$ cat config.mk
export PLATFORM = sky130hd
export DESIGN_NAME = battery_discharge_rate_learner_flat
export DESIGN_NICKNAME = d
export VERILOG_FILES = /design/src/design/bdrl_pkg.sv /design/src/design/bdrl_if.sv /design/src/design/bdrl_div.sv /design/src/design/battery_discharge_rate_learner.sv /design/src/flat_wrapper.sv
export VERILOG_INCLUDE_DIRS = /design/src /design/src/design
export SDC_FILE = /design/constraint.sdc
export NUM_CORES = 1
export LEC_CHECK = 0
export BUFFER_PORTS_ARGS = -buffer_cell sky130_fd_sc_hd__buf_2
export CAP_MARGIN = 25
export CORE_MARGIN = 2
export CORE_UTILIZATION = 51
export CTS_BUF_LIST = sky130_fd_sc_hd__clkbuf_2 sky130_fd_sc_hd__clkbuf_4 sky130_fd_sc_hd__clkbuf_8
export CTS_CLUSTER_SIZE = 24
export DETAILED_ROUTE_END_ITERATION = 12
export PLACE_DENSITY = 0.72
export RECOVER_POWER = 100
export SLEW_MARGIN = 5
export SYNTH_ARGS = -nofsm -noshare
export SYNTH_HDL_FRONTEND = slang
export SYNTH_SLANG_ARGS = --single-unit
export TNS_END_PERCENT = 30
$ cat constraint.sdc
create_clock -name clk -period 9.75 [get_ports clk]
set_clock_uncertainty 0.15 [all_clocks]
set_input_delay 1.4625 -clock clk [delete_from_list [all_inputs] [get_ports clk]]
set_output_delay 1.4625 -clock clk [all_outputs]
set_load 0.01 [all_outputs]
$ cat src/design/battery_discharge_rate_learner_assert.svh
// Assertion macros for the battery discharge rate learner.
// Each macro expects clk and rst_n in the scope where it is used.
`ifndef BATTERY_DISCHARGE_RATE_LEARNER_ASSERT_SVH
`define BATTERY_DISCHARGE_RATE_LEARNER_ASSERT_SVH

// Condition holds at every clock edge outside reset.
`define BDRL_ASSERT_ALWAYS(label, cond, msg) \
  label: assert property (@(posedge clk) disable iff (!rst_n) (cond)) else $error(msg);

// Consequent holds in the same cycle as the antecedent.
`define BDRL_ASSERT_IMPLY(label, ante, cons, msg) \
  label: assert property (@(posedge clk) disable iff (!rst_n) (ante) |-> (cons)) else $error(msg);

// Consequent holds in the cycle after the antecedent.
`define BDRL_ASSERT_NEXT(label, ante, cons, msg) \
  label: assert property (@(posedge clk) disable iff (!rst_n) (ante) |=> (cons)) else $error(msg);

`endif

$ cat src/design/bdrl_pkg.sv
// Shared types and constants for the battery discharge rate learner.
// No dependencies; used by the interfaces, the divider and the top level.
package bdrl_pkg;

  localparam int DT_W       = 20;
  localparam int PCT_W      = 8;
  localparam int BASE_W     = 7;
  localparam int LT_W       = 42;
  localparam int SECS_W     = 32;
  localparam int RATE_W     = 17;
  localparam int REMAIN_W   = 29;
  localparam int MIN_W      = 17;
  localparam int REFR_W     = 17;
  localparam int REBASE_W   = 18;
  localparam int CFG_DATA_W = 18;
  localparam int CFG_IDX_W  = 3;
  localparam int HOUR_W     = 22;
  localparam int PROD_W     = 29;
  localparam int DIV_NUM_W  = 42;
  localparam int DIV_DEN_W  = 32;
  localparam int DIV_CNT_W  = 6;

  localparam logic [LT_W-1:0]      LT_MAX       = '1;
  localparam logic [DT_W-1:0]      GAP_LIMIT_MS = 20'd600000;
  localparam logic [RATE_W-1:0]    RATE_LIMIT   = 17'd100000;
  localparam logic [HOUR_W-1:0]    MS_PER_HOUR  = 22'd3600000;
  localparam logic [DIV_DEN_W-1:0] MS_PER_SEC   = 32'd1000;
  localparam logic [PCT_W-1:0]     PCT_MIN      = 8'd1;
  localparam logic [PCT_W-1:0]     PCT_MAX      = 8'd100;

  localparam logic [DIV_CNT_W-1:0] DIV_BITS_SECS = 6'd42;
  localparam logic [DIV_CNT_W-1:0] DIV_BITS_PROD = 6'd29;

  localparam logic [MIN_W-1:0]    MIN_LEARN_RST   = 17'd3600;
  localparam logic [REFR_W-1:0]   REFRESH_RST     = 17'd1800;
  localparam logic [REBASE_W-1:0] REBASE_RST      = 18'd10800;
  localparam logic [BASE_W-1:0]   REBASE_DROP_RST = 7'd5;
  localparam logic [BASE_W-1:0]   JUMP_LIMIT_RST  = 7'd5;

  typedef enum logic [CFG_IDX_W-1:0] {
    CFG_MIN_LEARN   = 3'd0,
    CFG_REFRESH     = 3'd1,
    CFG_REBASE      = 3'd2,
    CFG_REBASE_DROP = 3'd3,
    CFG_JUMP_LIMIT  = 3'd4
  } cfg_idx_t;

  typedef enum logic [2:0] {
    ST_IDLE,
    ST_PRE,
    ST_SECS,
    ST_CHK,
    ST_OBS,
    ST_FIN,
    ST_REM,
    ST_EMIT
  } state_t;

  typedef struct packed {
    logic                 start;
    logic [DIV_CNT_W-1:0] nbits;
  } div_req_t;

  typedef struct packed {
    logic busy;
    logic done;
  } div_sts_t;

endpackage

$ cat src/design/bdrl_if.sv
// Input and result channel interfaces for the battery discharge rate learner.
// Depends on bdrl_pkg for field widths.
interface bdrl_in_if;
  logic                         valid;
  logic                         ready;
  logic [bdrl_pkg::DT_W-1:0]    elapsed_ms;
  logic                         battery_present;
  logic [bdrl_pkg::PCT_W-1:0]   charge_percent;
  logic                         external_power;

  modport source (output valid, elapsed_ms, battery_present, charge_percent,
                  external_power, input ready);
  modport sink   (input valid, elapsed_ms, battery_present, charge_percent,
                  external_power, output ready);
endinterface

interface bdrl_out_if;
  logic                           valid;
  logic                           ready;
  logic [bdrl_pkg::RATE_W-1:0]    rate_mpct_per_hour;
  logic                           estimate_ready;
  logic [bdrl_pkg::REMAIN_W-1:0]  remaining_secs;
  logic                           learning_active;

  modport source (output valid, rate_mpct_per_hour, estimate_ready, remaining_secs,
                  learning_active, input ready);
  modport sink   (input valid, rate_mpct_per_hour, estimate_ready, remaining_secs,
                  learning_active, output ready);
endinterface

$ cat src/design/bdrl_div.sv
// Bit-serial restoring divider, one quotient bit per cycle.
// Depends on bdrl_pkg; the numerator comes in left-aligned, nbits sets the pass length.
module bdrl_div (
  input  logic                               clk,
  input  logic                               rst_n,
  input  bdrl_pkg::div_req_t                 req,
  input  logic [bdrl_pkg::DIV_NUM_W-1:0]     num,
  input  logic [bdrl_pkg::DIV_DEN_W-1:0]     den,
  output bdrl_pkg::div_sts_t                 sts,
  output logic [bdrl_pkg::DIV_NUM_W-1:0]     quo
);

  logic                              busy_r;
  logic                              done_r;
  logic [bdrl_pkg::DIV_CNT_W-1:0]    cnt_r;
  logic [bdrl_pkg::DIV_NUM_W-1:0]    num_r;
  logic [bdrl_pkg::DIV_NUM_W-1:0]    quo_r;
  logic [bdrl_pkg::DIV_DEN_W-1:0]    den_r;
  logic [bdrl_pkg::DIV_DEN_W-1:0]    rem_r;
  logic [bdrl_pkg::DIV_DEN_W-1:0]    rem_nxt;
  logic [bdrl_pkg::DIV_DEN_W:0]      trial;
  logic [bdrl_pkg::DIV_DEN_W:0]      diff;
  logic                              fits;

  always_comb begin
    trial   = {rem_r, num_r[bdrl_pkg::DIV_NUM_W-1]};
    diff    = trial - {1'b0, den_r};
    fits    = trial >= {1'b0, den_r};
    rem_nxt = fits ? diff[bdrl_pkg::DIV_DEN_W-1:0] : trial[bdrl_pkg::DIV_DEN_W-1:0];
  end

  always_ff @(posedge clk) begin
    if (!rst_n) begin
      busy_r <= 1'b0;
      done_r <= 1'b0;
      cnt_r  <= '0;
    end else begin
      done_r <= 1'b0;
      if (req.start) begin
        busy_r <= 1'b1;
        cnt_r  <= req.nbits;
      end else if (busy_r) begin
        cnt_r <= cnt_r - 1'b1;
        if (cnt_r == bdrl_pkg::DIV_CNT_W'(1)) begin
          busy_r <= 1'b0;
          done_r <= 1'b1;
        end
      end
    end
  end

  // shift one numerator bit into the partial remainder each cycle while busy
  always_ff @(posedge clk) begin
    if (req.start) begin
      num_r <= num;
      den_r <= den;
      rem_r <= '0;
      quo_r <= '0;
    end else if (busy_r) begin
      num_r <= {num_r[bdrl_pkg::DIV_NUM_W-2:0], 1'b0};
      rem_r <= rem_nxt;
      quo_r <= {quo_r[bdrl_pkg::DIV_NUM_W-2:0], fits};
    end
  end

  assign sts.busy = busy_r;
  assign sts.done = done_r;
  assign quo      = quo_r;

endmodule

$ cat src/design/battery_discharge_rate_learner.sv
// The bit-serial divider runs up to three passes between input transfer and result
// valid: learning seconds, then the observed rate, then the remaining time, each
// pass only when the tick needs it.
// Ticks are taken one at a time; the next input transfer is taken once
// the result sits in the output register, which may still wait for its own transfer.
// Reset (rst_n low, synchronous): non-payload registers to defaults, rate unknown, rebase armed.
module battery_discharge_rate_learner (
  input  logic                              clk,
  input  logic                              rst_n,
  bdrl_in_if.sink                           in_if,
  bdrl_out_if.source                        out_if,
  input  logic                              cfg_we,
  input  logic [bdrl_pkg::CFG_IDX_W-1:0]    cfg_index,
  input  logic [bdrl_pkg::CFG_DATA_W-1:0]   cfg_wdata
);

  // configuration registers
  logic [bdrl_pkg::MIN_W-1:0]     min_r;
  logic [bdrl_pkg::REFR_W-1:0]    refresh_r;
  logic [bdrl_pkg::REBASE_W-1:0]  rebase_r;
  logic [bdrl_pkg::BASE_W-1:0]    rdrop_r;
  logic [bdrl_pkg::BASE_W-1:0]    jump_r;

  // latched tick
  logic [bdrl_pkg::DT_W-1:0]      dt_r,      dt_nxt;
  logic                           present_r, present_nxt;
  logic [bdrl_pkg::PCT_W-1:0]     pct_r,     pct_nxt;
  logic                           ext_r,     ext_nxt;

  // learning state
  logic                           bvalid_r,  bvalid_nxt;
  logic                           pend_r,    pend_nxt;
  logic [bdrl_pkg::BASE_W-1:0]    base_r,    base_nxt;
  logic [bdrl_pkg::LT_W-1:0]      lt_r,      lt_nxt;
  logic [bdrl_pkg::BASE_W-1:0]    prev_r,    prev_nxt;
  logic [bdrl_pkg::SECS_W-1:0]    last_r,    last_nxt;
  logic [bdrl_pkg::RATE_W-1:0]    rate_r,    rate_nxt;
  logic [bdrl_pkg::SECS_W-1:0]    secs_r,    secs_nxt;
  logic                           est_r,     est_nxt;
  logic [bdrl_pkg::REMAIN_W-1:0]  remain_r,  remain_nxt;

  // output register
  logic                           out_valid_r, out_valid_nxt;
  logic [bdrl_pkg::RATE_W-1:0]    out_rate_r;
  logic                           out_est_r;
  logic [bdrl_pkg::REMAIN_W-1:0]  out_remain_r;
  logic                           out_active_r;
  logic                           out_load;

  bdrl_pkg::state_t               state_r, state_nxt;

  // divider hookup
  bdrl_pkg::div_req_t                div_req;
  bdrl_pkg::div_sts_t                div_sts;
  logic [bdrl_pkg::DIV_NUM_W-1:0]    div_num;
  logic [bdrl_pkg::DIV_DEN_W-1:0]    div_den;
  logic [bdrl_pkg::DIV_NUM_W-1:0]    div_quo;

  // decision terms
  logic                              in_xfer;
  logic                              emit_free;
  logic                              pct_ok;
  logic                              learn_en;
  logic [bdrl_pkg::PCT_W-1:0]        jump_sum;
  logic                              pre_ext;
  logic                              pre_restart;
  logic                              pre_accum;
  logic [bdrl_pkg::LT_W:0]           lt_sum;
  logic [bdrl_pkg::LT_W-1:0]         lt_new;
  logic [bdrl_pkg::SECS_W-1:0]       secs_w;
  logic                              pct_above;
  logic [bdrl_pkg::BASE_W-1:0]       drop;
  logic                              chk_go;
  logic [bdrl_pkg::PROD_W-1:0]       drop_prod;
  logic [bdrl_pkg::PROD_W-1:0]       pct_prod;
  logic [bdrl_pkg::PROD_W-1:0]       obs_w;
  logic                              obs_ok;
  logic [bdrl_pkg::RATE_W+1:0]       avg_sum;
  logic                              rebase_hit;
  logic                              est_go;

  bdrl_div u_div (
    .clk   (clk),
    .rst_n (rst_n),
    .req   (div_req),
    .num   (div_num),
    .den   (div_den),
    .sts   (div_sts),
    .quo   (div_quo)
  );

  assign in_if.ready = (state_r == bdrl_pkg::ST_IDLE);
  assign in_xfer     = in_if.valid && in_if.ready;
  assign emit_free   = !out_valid_r || out_if.ready;

  // tick qualification: gaps over ten minutes, no battery or a bad percent skip learning
  assign pct_ok   = (pct_r >= bdrl_pkg::PCT_MIN) && (pct_r <= bdrl_pkg::PCT_MAX);
  assign learn_en = (dt_r <= bdrl_pkg::GAP_LIMIT_MS) && present_r && pct_ok;
  assign jump_sum = {1'b0, base_r} + {1'b0, jump_r};

  assign pre_ext     = learn_en && ext_r;
  assign pre_restart = learn_en && !ext_r && (pend_r || !bvalid_r || (pct_r > jump_sum));
  assign pre_accum   = learn_en && !ext_r && !(pend_r || !bvalid_r || (pct_r > jump_sum));

  // saturating learning time
  assign lt_sum = {1'b0, lt_r} + (bdrl_pkg::LT_W+1)'(dt_r);
  assign lt_new = lt_sum[bdrl_pkg::LT_W] ? bdrl_pkg::LT_MAX : lt_sum[bdrl_pkg::LT_W-1:0];

  // seconds saturate at the full 32-bit range
  assign secs_w = (|div_quo[bdrl_pkg::DIV_NUM_W-1:bdrl_pkg::SECS_W]) ? '1
                : div_quo[bdrl_pkg::SECS_W-1:0];

  assign pct_above = pct_r > {1'b0, base_r};
  assign drop      = base_r - pct_r[bdrl_pkg::BASE_W-1:0];
  assign chk_go    = !pct_above && (drop != '0)
                  && (secs_r >= bdrl_pkg::SECS_W'(min_r))
                  && !((drop == prev_r)
                       && ((secs_r - last_r) < bdrl_pkg::SECS_W'(refresh_r)))
                  && (secs_r != '0);

  assign drop_prod = bdrl_pkg::PROD_W'(drop) * bdrl_pkg::PROD_W'(bdrl_pkg::MS_PER_HOUR);
  assign pct_prod  = bdrl_pkg::PROD_W'(pct_r[bdrl_pkg::BASE_W-1:0])
                   * bdrl_pkg::PROD_W'(bdrl_pkg::MS_PER_HOUR);

  assign obs_w   = div_quo[bdrl_pkg::PROD_W-1:0];
  assign obs_ok  = (obs_w != '0) && (obs_w <= bdrl_pkg::PROD_W'(bdrl_pkg::RATE_LIMIT));
  // 3:1 blend of stored and observed rate
  assign avg_sum = (bdrl_pkg::RATE_W+2)'(rate_r) * (bdrl_pkg::RATE_W+2)'(3)
                 + (bdrl_pkg::RATE_W+2)'(obs_w[bdrl_pkg::RATE_W-1:0]);
  assign rebase_hit = (drop >= rdrop_r) && (secs_r >= bdrl_pkg::SECS_W'(rebase_r));

  assign est_go = present_r && !ext_r && pct_ok && (rate_r != '0);

  // next state
  always_comb begin
    state_nxt = state_r;
    case (state_r)
      bdrl_pkg::ST_IDLE: if (in_xfer) state_nxt = bdrl_pkg::ST_PRE;
      bdrl_pkg::ST_PRE:  state_nxt = pre_accum ? bdrl_pkg::ST_SECS : bdrl_pkg::ST_FIN;
      bdrl_pkg::ST_SECS: if (div_sts.done) state_nxt = bdrl_pkg::ST_CHK;
      bdrl_pkg::ST_CHK:  state_nxt = chk_go ? bdrl_pkg::ST_OBS : bdrl_pkg::ST_FIN;
      bdrl_pkg::ST_OBS:  if (div_sts.done) state_nxt = bdrl_pkg::ST_FIN;
      bdrl_pkg::ST_FIN:  state_nxt = est_go ? bdrl_pkg::ST_REM : bdrl_pkg::ST_EMIT;
      bdrl_pkg::ST_REM:  if (div_sts.done) state_nxt = bdrl_pkg::ST_EMIT;
      bdrl_pkg::ST_EMIT: if (emit_free) state_nxt = bdrl_pkg::ST_IDLE;
      default:           state_nxt = bdrl_pkg::ST_IDLE;
    endcase
  end

  // datapath and divider control per state
  always_comb begin
    dt_nxt      = dt_r;
    present_nxt = present_r;
    pct_nxt     = pct_r;
    ext_nxt     = ext_r;
    bvalid_nxt  = bvalid_r;
    pend_nxt    = pend_r;
    base_nxt    = base_r;
    lt_nxt      = lt_r;
    prev_nxt    = prev_r;
    last_nxt    = last_r;
    rate_nxt    = rate_r;
    secs_nxt    = secs_r;
    est_nxt     = est_r;
    remain_nxt  = remain_r;
    div_req     = '0;
    div_num     = '0;
    div_den     = '0;
    out_load    = 1'b0;
    case (state_r)
      bdrl_pkg::ST_IDLE: begin
        if (in_xfer) begin
          dt_nxt      = in_if.elapsed_ms;
          present_nxt = in_if.battery_present;
          pct_nxt     = in_if.charge_percent;
          ext_nxt     = in_if.external_power;
        end
      end
      bdrl_pkg::ST_PRE: begin
        if (pre_ext) begin
          // external power: arm a rebaseline, learn nothing
          pend_nxt = 1'b1;
        end else if (pre_restart) begin
          pend_nxt   = 1'b0;
          bvalid_nxt = 1'b1;
          base_nxt   = pct_r[bdrl_pkg::BASE_W-1:0];
          lt_nxt     = '0;
          prev_nxt   = '0;
          last_nxt   = '0;
        end else if (pre_accum) begin
          lt_nxt        = lt_new;
          div_req.start = 1'b1;
          div_req.nbits = bdrl_pkg::DIV_BITS_SECS;
          div_num       = lt_new;
          div_den       = bdrl_pkg::MS_PER_SEC;
        end
      end
      bdrl_pkg::ST_SECS: begin
        if (div_sts.done) secs_nxt = secs_w;
      end
      bdrl_pkg::ST_CHK: begin
        if (chk_go) begin
          div_req.start = 1'b1;
          div_req.nbits = bdrl_pkg::DIV_BITS_PROD;
          div_num       = {drop_prod, (bdrl_pkg::DIV_NUM_W-bdrl_pkg::PROD_W)'(0)};
          div_den       = secs_r;
        end
      end
      bdrl_pkg::ST_OBS: begin
        if (div_sts.done && obs_ok) begin
          rate_nxt = (rate_r == '0) ? obs_w[bdrl_pkg::RATE_W-1:0]
                                    : avg_sum[bdrl_pkg::RATE_W+1:2];
          prev_nxt = drop;
          last_nxt = secs_r;
          if (rebase_hit) begin
            // large drop over a long window: start a fresh baseline
            bvalid_nxt = 1'b1;
            base_nxt   = pct_r[bdrl_pkg::BASE_W-1:0];
            lt_nxt     = '0;
            prev_nxt   = '0;
            last_nxt   = '0;
          end
        end
      end
      bdrl_pkg::ST_FIN: begin
        if (est_go) begin
          div_req.start = 1'b1;
          div_req.nbits = bdrl_pkg::DIV_BITS_PROD;
          div_num       = {pct_prod, (bdrl_pkg::DIV_NUM_W-bdrl_pkg::PROD_W)'(0)};
          div_den       = bdrl_pkg::DIV_DEN_W'(rate_r);
        end else begin
          est_nxt    = 1'b0;
          remain_nxt = '0;
        end
      end
      bdrl_pkg::ST_REM: begin
        if (div_sts.done) begin
          est_nxt    = 1'b1;
          remain_nxt = div_quo[bdrl_pkg::REMAIN_W-1:0];
        end
      end
      bdrl_pkg::ST_EMIT: begin
        out_load = emit_free;
      end
      default: begin
        out_load = 1'b0;
      end
    endcase
  end

  // output register: hold until the result transfer, reload behind it
  always_comb begin
    out_valid_nxt = out_valid_r;
    if (out_load) begin
      out_valid_nxt = 1'b1;
    end else if (out_if.ready) begin
      out_valid_nxt = 1'b0;
    end
  end

  always_ff @(posedge clk) begin
    if (!rst_n) begin
      state_r     <= bdrl_pkg::ST_IDLE;
      out_valid_r <= 1'b0;
      bvalid_r    <= 1'b0;
      pend_r      <= 1'b1;
      base_r      <= '0;
      lt_r        <= '0;
      prev_r      <= '0;
      last_r      <= '0;
      rate_r      <= '0;
      min_r       <= bdrl_pkg::MIN_LEARN_RST;
      refresh_r   <= bdrl_pkg::REFRESH_RST;
      rebase_r    <= bdrl_pkg::REBASE_RST;
      rdrop_r     <= bdrl_pkg::REBASE_DROP_RST;
      jump_r      <= bdrl_pkg::JUMP_LIMIT_RST;
    end else begin
      state_r     <= state_nxt;
      out_valid_r <= out_valid_nxt;
      bvalid_r    <= bvalid_nxt;
      pend_r      <= pend_nxt;
      base_r      <= base_nxt;
      lt_r        <= lt_nxt;
      prev_r      <= prev_nxt;
      last_r      <= last_nxt;
      rate_r      <= rate_nxt;
      if (cfg_we) begin
        case (cfg_index)
          bdrl_pkg::CFG_MIN_LEARN:   min_r     <= cfg_wdata[bdrl_pkg::MIN_W-1:0];
          bdrl_pkg::CFG_REFRESH:     refresh_r <= cfg_wdata[bdrl_pkg::REFR_W-1:0];
          bdrl_pkg::CFG_REBASE:      rebase_r  <= cfg_wdata[bdrl_pkg::REBASE_W-1:0];
          bdrl_pkg::CFG_REBASE_DROP: rdrop_r   <= cfg_wdata[bdrl_pkg::BASE_W-1:0];
          bdrl_pkg::CFG_JUMP_LIMIT:  jump_r    <= cfg_wdata[bdrl_pkg::BASE_W-1:0];
          default:                   min_r     <= min_r;
        endcase
      end
    end
  end

  // payload registers, no reset
  always_ff @(posedge clk) begin
    dt_r      <= dt_nxt;
    present_r <= present_nxt;
    pct_r     <= pct_nxt;
    ext_r     <= ext_nxt;
    secs_r    <= secs_nxt;
    est_r     <= est_nxt;
    remain_r  <= remain_nxt;
    if (out_load) begin
      out_rate_r   <= rate_r;
      out_est_r    <= est_r;
      out_remain_r <= remain_r;
      out_active_r <= bvalid_r;
    end
  end

  assign out_if.valid              = out_valid_r;
  assign out_if.rate_mpct_per_hour = out_rate_r;
  assign out_if.estimate_ready     = out_est_r;
  assign out_if.remaining_secs     = out_remain_r;
  assign out_if.learning_active    = out_active_r;

  `include "battery_discharge_rate_learner_assert.svh"

  `BDRL_ASSERT_ALWAYS(a_rate_bounded, rate_r <= bdrl_pkg::RATE_LIMIT, "stored rate above limit")
  `BDRL_ASSERT_IMPLY(a_div_idle_at_start, div_req.start, !div_sts.busy, "divider restarted while busy")
  `BDRL_ASSERT_IMPLY(a_base_in_range, bvalid_r, (base_r >= 7'd1) && (base_r <= 7'd100), "baseline percent out of range")
  `BDRL_ASSERT_IMPLY(a_estimate_needs_rate, out_valid_r && out_est_r, out_rate_r != '0, "estimate with unknown rate")
  `BDRL_ASSERT_NEXT(a_emit_loads, (state_r == bdrl_pkg::ST_EMIT) && emit_free, out_valid_r, "result not loaded")

endmodule
$ cat src/flat_wrapper.sv
// flat-port wrapper written by rule: the top's interface ports become plain ports
module battery_discharge_rate_learner_flat 
  (clk, rst_n, cfg_we, cfg_index, cfg_wdata, in_if_valid, in_if_elapsed_ms, in_if_battery_present, in_if_charge_percent, in_if_external_power, in_if_ready, out_if_valid, out_if_rate_mpct_per_hour, out_if_estimate_ready, out_if_remaining_secs, out_if_learning_active, out_if_ready);
  bdrl_in_if in_if_i ();
  bdrl_out_if out_if_i ();
  input  logic clk;
  input  logic rst_n;
  input  logic cfg_we;
  input  logic [bdrl_pkg::CFG_IDX_W-1:0] cfg_index;
  input  logic [bdrl_pkg::CFG_DATA_W-1:0] cfg_wdata;
  input wire logic [$bits(in_if_i.valid)-1:0] in_if_valid;
  input wire logic [$bits(in_if_i.elapsed_ms)-1:0] in_if_elapsed_ms;
  input wire logic [$bits(in_if_i.battery_present)-1:0] in_if_battery_present;
  input wire logic [$bits(in_if_i.charge_percent)-1:0] in_if_charge_percent;
  input wire logic [$bits(in_if_i.external_power)-1:0] in_if_external_power;
  output wire logic [$bits(in_if_i.ready)-1:0] in_if_ready;
  output wire logic [$bits(out_if_i.valid)-1:0] out_if_valid;
  output wire logic [$bits(out_if_i.rate_mpct_per_hour)-1:0] out_if_rate_mpct_per_hour;
  output wire logic [$bits(out_if_i.estimate_ready)-1:0] out_if_estimate_ready;
  output wire logic [$bits(out_if_i.remaining_secs)-1:0] out_if_remaining_secs;
  output wire logic [$bits(out_if_i.learning_active)-1:0] out_if_learning_active;
  input wire logic [$bits(out_if_i.ready)-1:0] out_if_ready;
  assign in_if_i.valid = in_if_valid;
  assign in_if_i.elapsed_ms = in_if_elapsed_ms;
  assign in_if_i.battery_present = in_if_battery_present;
  assign in_if_i.charge_percent = in_if_charge_percent;
  assign in_if_i.external_power = in_if_external_power;
  assign in_if_ready = in_if_i.ready;
  assign out_if_valid = out_if_i.valid;
  assign out_if_rate_mpct_per_hour = out_if_i.rate_mpct_per_hour;
  assign out_if_estimate_ready = out_if_i.estimate_ready;
  assign out_if_remaining_secs = out_if_i.remaining_secs;
  assign out_if_learning_active = out_if_i.learning_active;
  assign out_if_i.ready = out_if_ready;
  battery_discharge_rate_learner u_core (.clk(clk), .rst_n(rst_n), .in_if(in_if_i), .out_if(out_if_i), .cfg_we(cfg_we), .cfg_index(cfg_index), .cfg_wdata(cfg_wdata));
endmodule
==> results of run 1 <==
## final timing paths
kind	end	slack, ps	cells after the start
setup reg to reg	u_core.u_div.num_r[41]	1460	23
hold reg to reg	u_core.out_if.remaining_secs[0]	270	0
setup / recovery	u_core.u_div.num_r[41]	1460	23
hold / removal	u_core.out_if.remaining_secs[0]	270	0
## metal layers
metal | track usage | vias to the layer above | share of wire | wire length, µm
met5 | 0 | - | 0.000098 | 8
li1 | - | 11860 | - | -
met1 | 0.3577 | 11870 | 0.45 | 36740
met3 | 0.03515 | 159 | 0.061 | 4963
met4 | 0.1157 | 2 | 0.040 | 3224
met2 | 0.4085 | 780 | 0.45 | 36580
## layout by cell type, fill, tap and decap left out, types with 13 or more instances in the layout
cell type	synthesis	routed
nand2_1	303	303
ha_1	294	294
inv_1	286	286
dfxtp_1	259	258
edfxtp_1	214	214
nor2_1	181	178
a21oi_1	162	163
o21ai_0	143	143
nor2b_1	98	97
clkbuf_8	0	88
xnor2_1	85	85
fa_1	83	83
o211ai_1	78	78
a21boi_0	76	76
nand3_1	75	75
clkbuf_1	111	71
mux2i_1	65	65
a22oi_1	55	55
a21o_1	53	53
xor2_1	50	50
buf_2	16	47
nor3_1	43	41
or2_2	40	40
and3_1	38	38
o21a_1	33	33
and2_0	0	33
nand2b_1	32	32
nand4_1	31	31
a211oi_1	26	26
nor4_1	27	25
a22o_1	25	25
clkbuf_4	0	23
buf_4	3	22
a31oi_1	21	21
o211a_1	21	21
and2_1	49	16
o21bai_1	15	15
o31ai_1	13	14
o31a_1	14	14
or4_1	13	13
## final cells by class
cell class                 count  area, µm²
timing repair buffer         141      694.4
sequential                   473      11610
multi-input combinational   2373      17660
clock buffer                 111       1384
inverter                     287       1079
fill                        5410      26360
antenna                        1      2.502
tap                          782      978.4
clock inverter                34      351.6
## where the power goes
part / total [mW] / internal [mW] / switching [mW]
logic: 6.18 / 2.74 / 3.44
registers: 2.21 / 2.14 / 0.0691
clock network: 1.95 / 1.07 / 0.882
total: 10.3 / 5.95 / 4.39
## cell families (layout without fill, tap and decap cells)
logic type / after synthesis / in the layout / synth area share
xor+xnor: 135 / 135 / 0.03832
mux: 68 / 68 / 0.02218
buf+inv: 421 / 573 / 0.05223
other cells: 0 / 1 / 0
fa+ha+maj: 377 / 377 / 0.1731
flops: 473 / 473 / 0.3763
simple gates: 969 / 969 / 0.1548
compound gates: 824 / 824 / 0.1831
## critical path: stages (launching register included)
cell	delay, ps
edfxtp_1	560
ha_1	320
or4_1	520
o21a_1	230
a21o_1	200
a21oi_1	220
o21ai_0	150
a21o_1	210
a21oi_1	170
xnor2_1	80
ha_1	320
nand4_1	100
nor3_1	120
o21ai_0	190
nand4_1	110
or4_1	110
nor3_1	50
nand4_1	100
o31a_1	140
clkbuf_1	1350
a21oi_1	300
buf_4	370
nand2_1	650
clkbuf_1	1120
## state kept, by name, summed over array words and instances, names as in the netlist, 18 cells and up
name and count:
u_core.last_r 32, u_core.out_if.remaining_secs 29, u_core.rebase_r 18, u_core.u_div.den_r 32, u_core.secs_r 32, u_core.dt_r 20, u_core.remain_r 29, u_core.u_div.num_r 42
u_core.u_div.rem_r 32, u_core.lt_r 42, u_core.u_div.quo 42
## stage by stage
| step | setup slack, ps | cells |
|---|---|---|
| 6_report | 1457 | 4202 |
| 5_1_grt | 1025 | 4202 |
| 4_1_cts | 2530 | 4197 |
| 3_5_place_dp | 2585 | 4052 |
| 3_3_place_gp | 2724 | 4051 |
| 2_1_floorplan | 3004 | 3267 |
==> metrics.md, run 1 <==
| Metric | Value |
|---|---|
| #FFs+latches synth | 473 |
| Root Driver | clkbuf_8 |
| Final Instance Area | 33770 µm² |
| Post-synth top area share | 0.2083 |
| GR Overflow Total | 0 |
| Violated checks | max-capacitance violations, max-slew violations |
| Wire length of the first global-routing pass | 129600 µm |
| Unique cell type count in the Yosys netlist | 78 |
| RSZ-0062 raised after global routing | no |
| Mapped Avg Cell Area | 9.444 µm² |
| Post-route ant nets | 0 |
| Fraction of registers with async set/reset | 0 |
| Total CTS buffers | 79 |
| Warnings, synthesis | 0 |
| Gpl congestion | 0.9390 |
| Peak VDD IR | 0.6142 mV |
| Area after DPL | 32150 µm² |
| Full die area | 62480 µm² |
| Crit. End Element | flop |
| PostCTS Resize Cnt | 0 |
| Total power | 10.34 mW |
| Via/cell ratio | 5.872 |
| Max-slew violations | 381 |
| Fmax | 0.1206 GHz |
| Post-Syn Area | 30850 µm² |
| Period minus WS final | 8293 ps |
| Period Utilization, post-route | 0.8506 |
| Sequential cell area fraction in the yosys report | 0.3763 |
| Most frequent cells after synthesis | 303 x nand2_1, 294 x ha_1, 286 x inv_1, 259 x dfxtp_1, 214 x edfxtp_1 |
| # setup viols final | 0 |
| Via count | 24.67k |
| Sink Count | 473 |
| Fin util | 0.5616 |
| Core area | 60130 µm² |
| WS Path Type | flop to flop |
| Status | complete, but fails checks |
| Nets | 3788 |
| Wirelength per Cell | 19.40 µm |
| Synth top area cells | edfxtp_1 21%, dfxtp_1 17%, ha_1 12% |
| EDFF count, synth | 214 |
| Rows | 90 |
| Iter 0 DRT Violations | 1995 |
| Die Y | 250.0 µm |
| H-tree level count | 3 |
| P&R area growth vs syn | 9.449% |
| Worst Path Arrival | 8430 ps |
| Normalized max-slew margin | -1.593 |
| Worst slew pin tran | 3890 ps |
| Hold crit path type | flop to flop |
| Worst Setup Start Kind | flop |
| Ratio of cells with drive above 1 in the final layout | 0.07897 |
| I/O pins | 106 |
| Clock slew at the register clock pins of the worst setup and hold paths | 60 ps |
| Req. time, crit path | 9880 ps |
| Hold_buf cts | 0 |
| Final hold slack | 265.3 ps |
| DP HPWL | 59540 µm |
| Later-pin clock latency in the skew report | 700 ps |
| CP startpoint | u_core.secs_r[3] |
| Critical Path Fanout Max | 38 |
| Max_cap viols | 7 |
| Final hold violations | 0 |
| Top_reg_cell synth | dfxtp_1 |
| Input/output buffers | 105 |
| All-Layer GR Usage | 0.2597 |
| Largest net degree at the start of global routing | 96 |
| Routed WL | 81520 µm |
| Most common cell in the netlist | nand2_1 |
| Critical R2R Launch | u_core.secs_r[3] |
| Pleak | 13.43 nW |
| Hold Startpoint | u_core.remain_r[0] |
| CTS tree | done |
| Setup bufs post-CTS | 0 |
| Number of global-route vias before repair | 23.53k |
| Initial antenna violation count | 2 |
| Net Count, Synth | 3700 |
| Setup TNS | 0 ps |
| DRC viols | 0 |
| Yosys top cell by area | edfxtp_1 |
| Power Dens Cells | 306.3 nW/µm² |
| Drt pass-1 iters | 8 |
| Gate Count Post-Synth | 3267 |
| Die width | 250.0 µm |
| Starting Density | 0.5131 |
| Max Buffers Root-to-Sink | 3 |
Power figures use the tool's default switching activity.
==> run 2, diff against run 1 <==
clock period = 9.8 ns   (was 9.75 ns; I/O delays follow)
==> metrics.md, run 2 (synthesis gave the netlist of run 1 again) <==
| Metric | Value |
|---|---|
| Core area | 60130 µm² (unchanged) |
| CP startpoint | u_core.secs_r[1] (was u_core.secs_r[3]) |
| P&R area growth vs syn | 9.704% (was 9.449%) |
| Hold Startpoint | u_core.est_r (was u_core.remain_r[0]) |
| Critical R2R Launch | u_core.secs_r[1] (was u_core.secs_r[3]) |
| WS Path Type | flop to flop (unchanged) |
| Period minus WS final | 8304 ps (was 8293 ps) |
| Full die area | 62480 µm² (unchanged) |
| Sink Count | 473 (unchanged) |
| Period Utilization, post-route | 0.8474 (was 0.8506) |
| Normalized max-slew margin | -1.599 (was -1.593) |
| Hold crit path type | flop to flop (unchanged) |
| Max-slew violations | 444 (was 381) |
| Crit. End Element | flop (unchanged) |
| Iter 0 DRT Violations | 2142 (was 1995) |
| Post-route ant nets | 0 (unchanged) |
| Worst Path Arrival | 8560 ps (was 8430 ps) |
| Worst Setup Start Kind | flop (unchanged) |
| Via count | 24.59k (was 24.67k) |
| Total CTS buffers | 78 (was 79) |
| # setup viols final | 0 (unchanged) |
| Max Buffers Root-to-Sink | 3 (unchanged) |
| Number of global-route vias before repair | 23.42k (was 23.53k) |
| Pleak | 13.48 nW (was 13.43 nW) |
| Violated checks | max-capacitance violations, max-slew violations (unchanged) |
| Final hold violations | 0 (unchanged) |
| Gpl congestion | 0.9341 (was 0.9390) |
| Power Dens Cells | 305.8 nW/µm² (was 306.3 nW/µm²) |
| FILL cells | 5411 (was 5410) |
| Later-pin clock latency in the skew report | 680 ps (was 700 ps) |
| Total power | 10.35 mW (was 10.34 mW) |
| All-Layer GR Usage | 0.2611 (was 0.2597) |
| Commonest non-fill, non-tap cells in the layout | 302 x nand2_1, 294 x ha_1, 286 x inv_1 (was 303 x nand2_1, 294 x ha_1, 286 x inv_1) |
| Rows | 90 (unchanged) |
| Worst slew pin tran | 3898 ps (was 3890 ps) |
| PostCTS Resize Cnt | 0 (unchanged) |
| Drt pass-1 iters | 6 (was 8) |
| Max_cap viols | 9 (was 7) |
| Most common cell after layout, fill and taps aside | nand2_1 (unchanged) |
| Fmax | 0.1204 GHz (was 0.1206 GHz) |
| Die width | 250.0 µm (unchanged) |
| Status | complete, but fails checks (unchanged) |
| Routed WL | 81510 µm (was 81520 µm) |
| I/O pins | 106 (unchanged) |
| Setup bufs post-CTS | 0 (unchanged) |
| Clock slew at the register clock pins of the worst setup and hold paths | 60 ps (about the same) |
| Setup TNS | 0 ps (unchanged) |
| Via/cell ratio | 5.848 (was 5.872) |
| Critical Path Fanout Max | 38 (unchanged) |
| Hold_buf cts | 0 (unchanged) |
| RSZ-0062 raised after global routing | no (unchanged) |
| Root Driver | clkbuf_8 (unchanged) |
| DRC viols | 0 (unchanged) |
| DP HPWL | 59790 µm (was 59540 µm) |
| Largest net degree at the start of global routing | 96 (unchanged) |
| Initial antenna violation count | 1 (was 2) |
| Wirelength per Cell | 19.38 µm (was 19.40 µm) |
| Peak VDD IR | 0.6188 mV (was 0.6142 mV) |
| Input/output buffers | 105 (unchanged) |
| CTS tree | done (unchanged) |
| H-tree level count | 3 (unchanged) |
| GR Overflow Total | 0 (unchanged) |
| Nets | 3788 (unchanged) |
| Req. time, crit path | 10060 ps (was 9880 ps) |
| Die Y | 250.0 µm (unchanged) |
| Ratio of cells with drive above 1 in the final layout | 0.08156 (was 0.07897) |
| Wire length of the first global-routing pass | 130300 µm (was 129600 µm) |
| Starting Density | 0.5131 (unchanged) |
-- run 2: final cells by class --
type | count | area [µm²] | area share
clock buffer | 119 | 1481 | 0.04377
tap | 782 | 978.4 | 0.02891
clock inverter | 27 | 331.6 | 0.009796
inverter | 287 | 1079 | 0.03186
timing repair buffer | 142 | 690.7 | 0.02041
antenna | 2 | 5.005 | 0.0001479
multi-input combinational | 2373 | 17670 | 0.5220
sequential | 473 | 11610 | 0.3432
-- run 2: worst max-delay path: stages, from the launching register on --
cell	delay, ps
edfxtp_1	610
ha_1	380
nor2b_1	140
o31a_1	290
o21a_1	250
a21o_1	190
a21oi_1	220
o21ai_0	160
a21o_1	210
a21oi_1	160
xnor2_1	140
ha_1	280
nand4_1	130
nor3_1	50
o21ai_0	150
nand4_1	120
or4_1	530
nor3_1	220
nand4_1	150
o31a_1	310
clkbuf_1	690
a21oi_1	470
clkbuf_1	1330
nand2_2	340
buf_12	310
-- run 2: final timing paths --
path	to	depth (start not counted)	slack, ps
setup / recovery	u_core.u_div.num_r[37]	24	1500
hold / removal	u_core.out_if.estimate_ready	0	270
setup reg to reg	u_core.u_div.num_r[37]	24	1500
hold reg to reg	u_core.out_if.estimate_ready	0	270
-- run 2: metrics by stage --
step | util | hold slack (ps) | setup WS, ps | cells | cell area (µm²)
after floorplan | - | 250.3 | 3054 | 3267 | 30850
after global placement | 0.5346 | 253.4 | 2757 | 4053 | 32140
after detailed placement | 0.5349 | 255.2 | 2684 | 4054 | 32160
after CTS | 0.5650 | 266.3 | 2614 | 4200 | 33980
after global routing | 0.5628 | 275.1 | 1174 | 4204 | 33850
final | 0.5629 | 267.0 | 1496 | 4205 | 33850
-- run 2: per-layer routing --
metal	track usage	routed length [µm]	up-vias
met1	0.3616	36880	11800
li1	-	-	11860
met4	0.1015	2914	0
met3	0.03588	4896	155
met5	0	0	-
met2	0.4148	36820	777
-- run 2: power breakdown --
part	switching [mW]	internal [mW]	total [mW]
clock network	0.858	1.12	1.98
registers	0.0677	2.13	2.20
logic	3.45	2.72	6.17
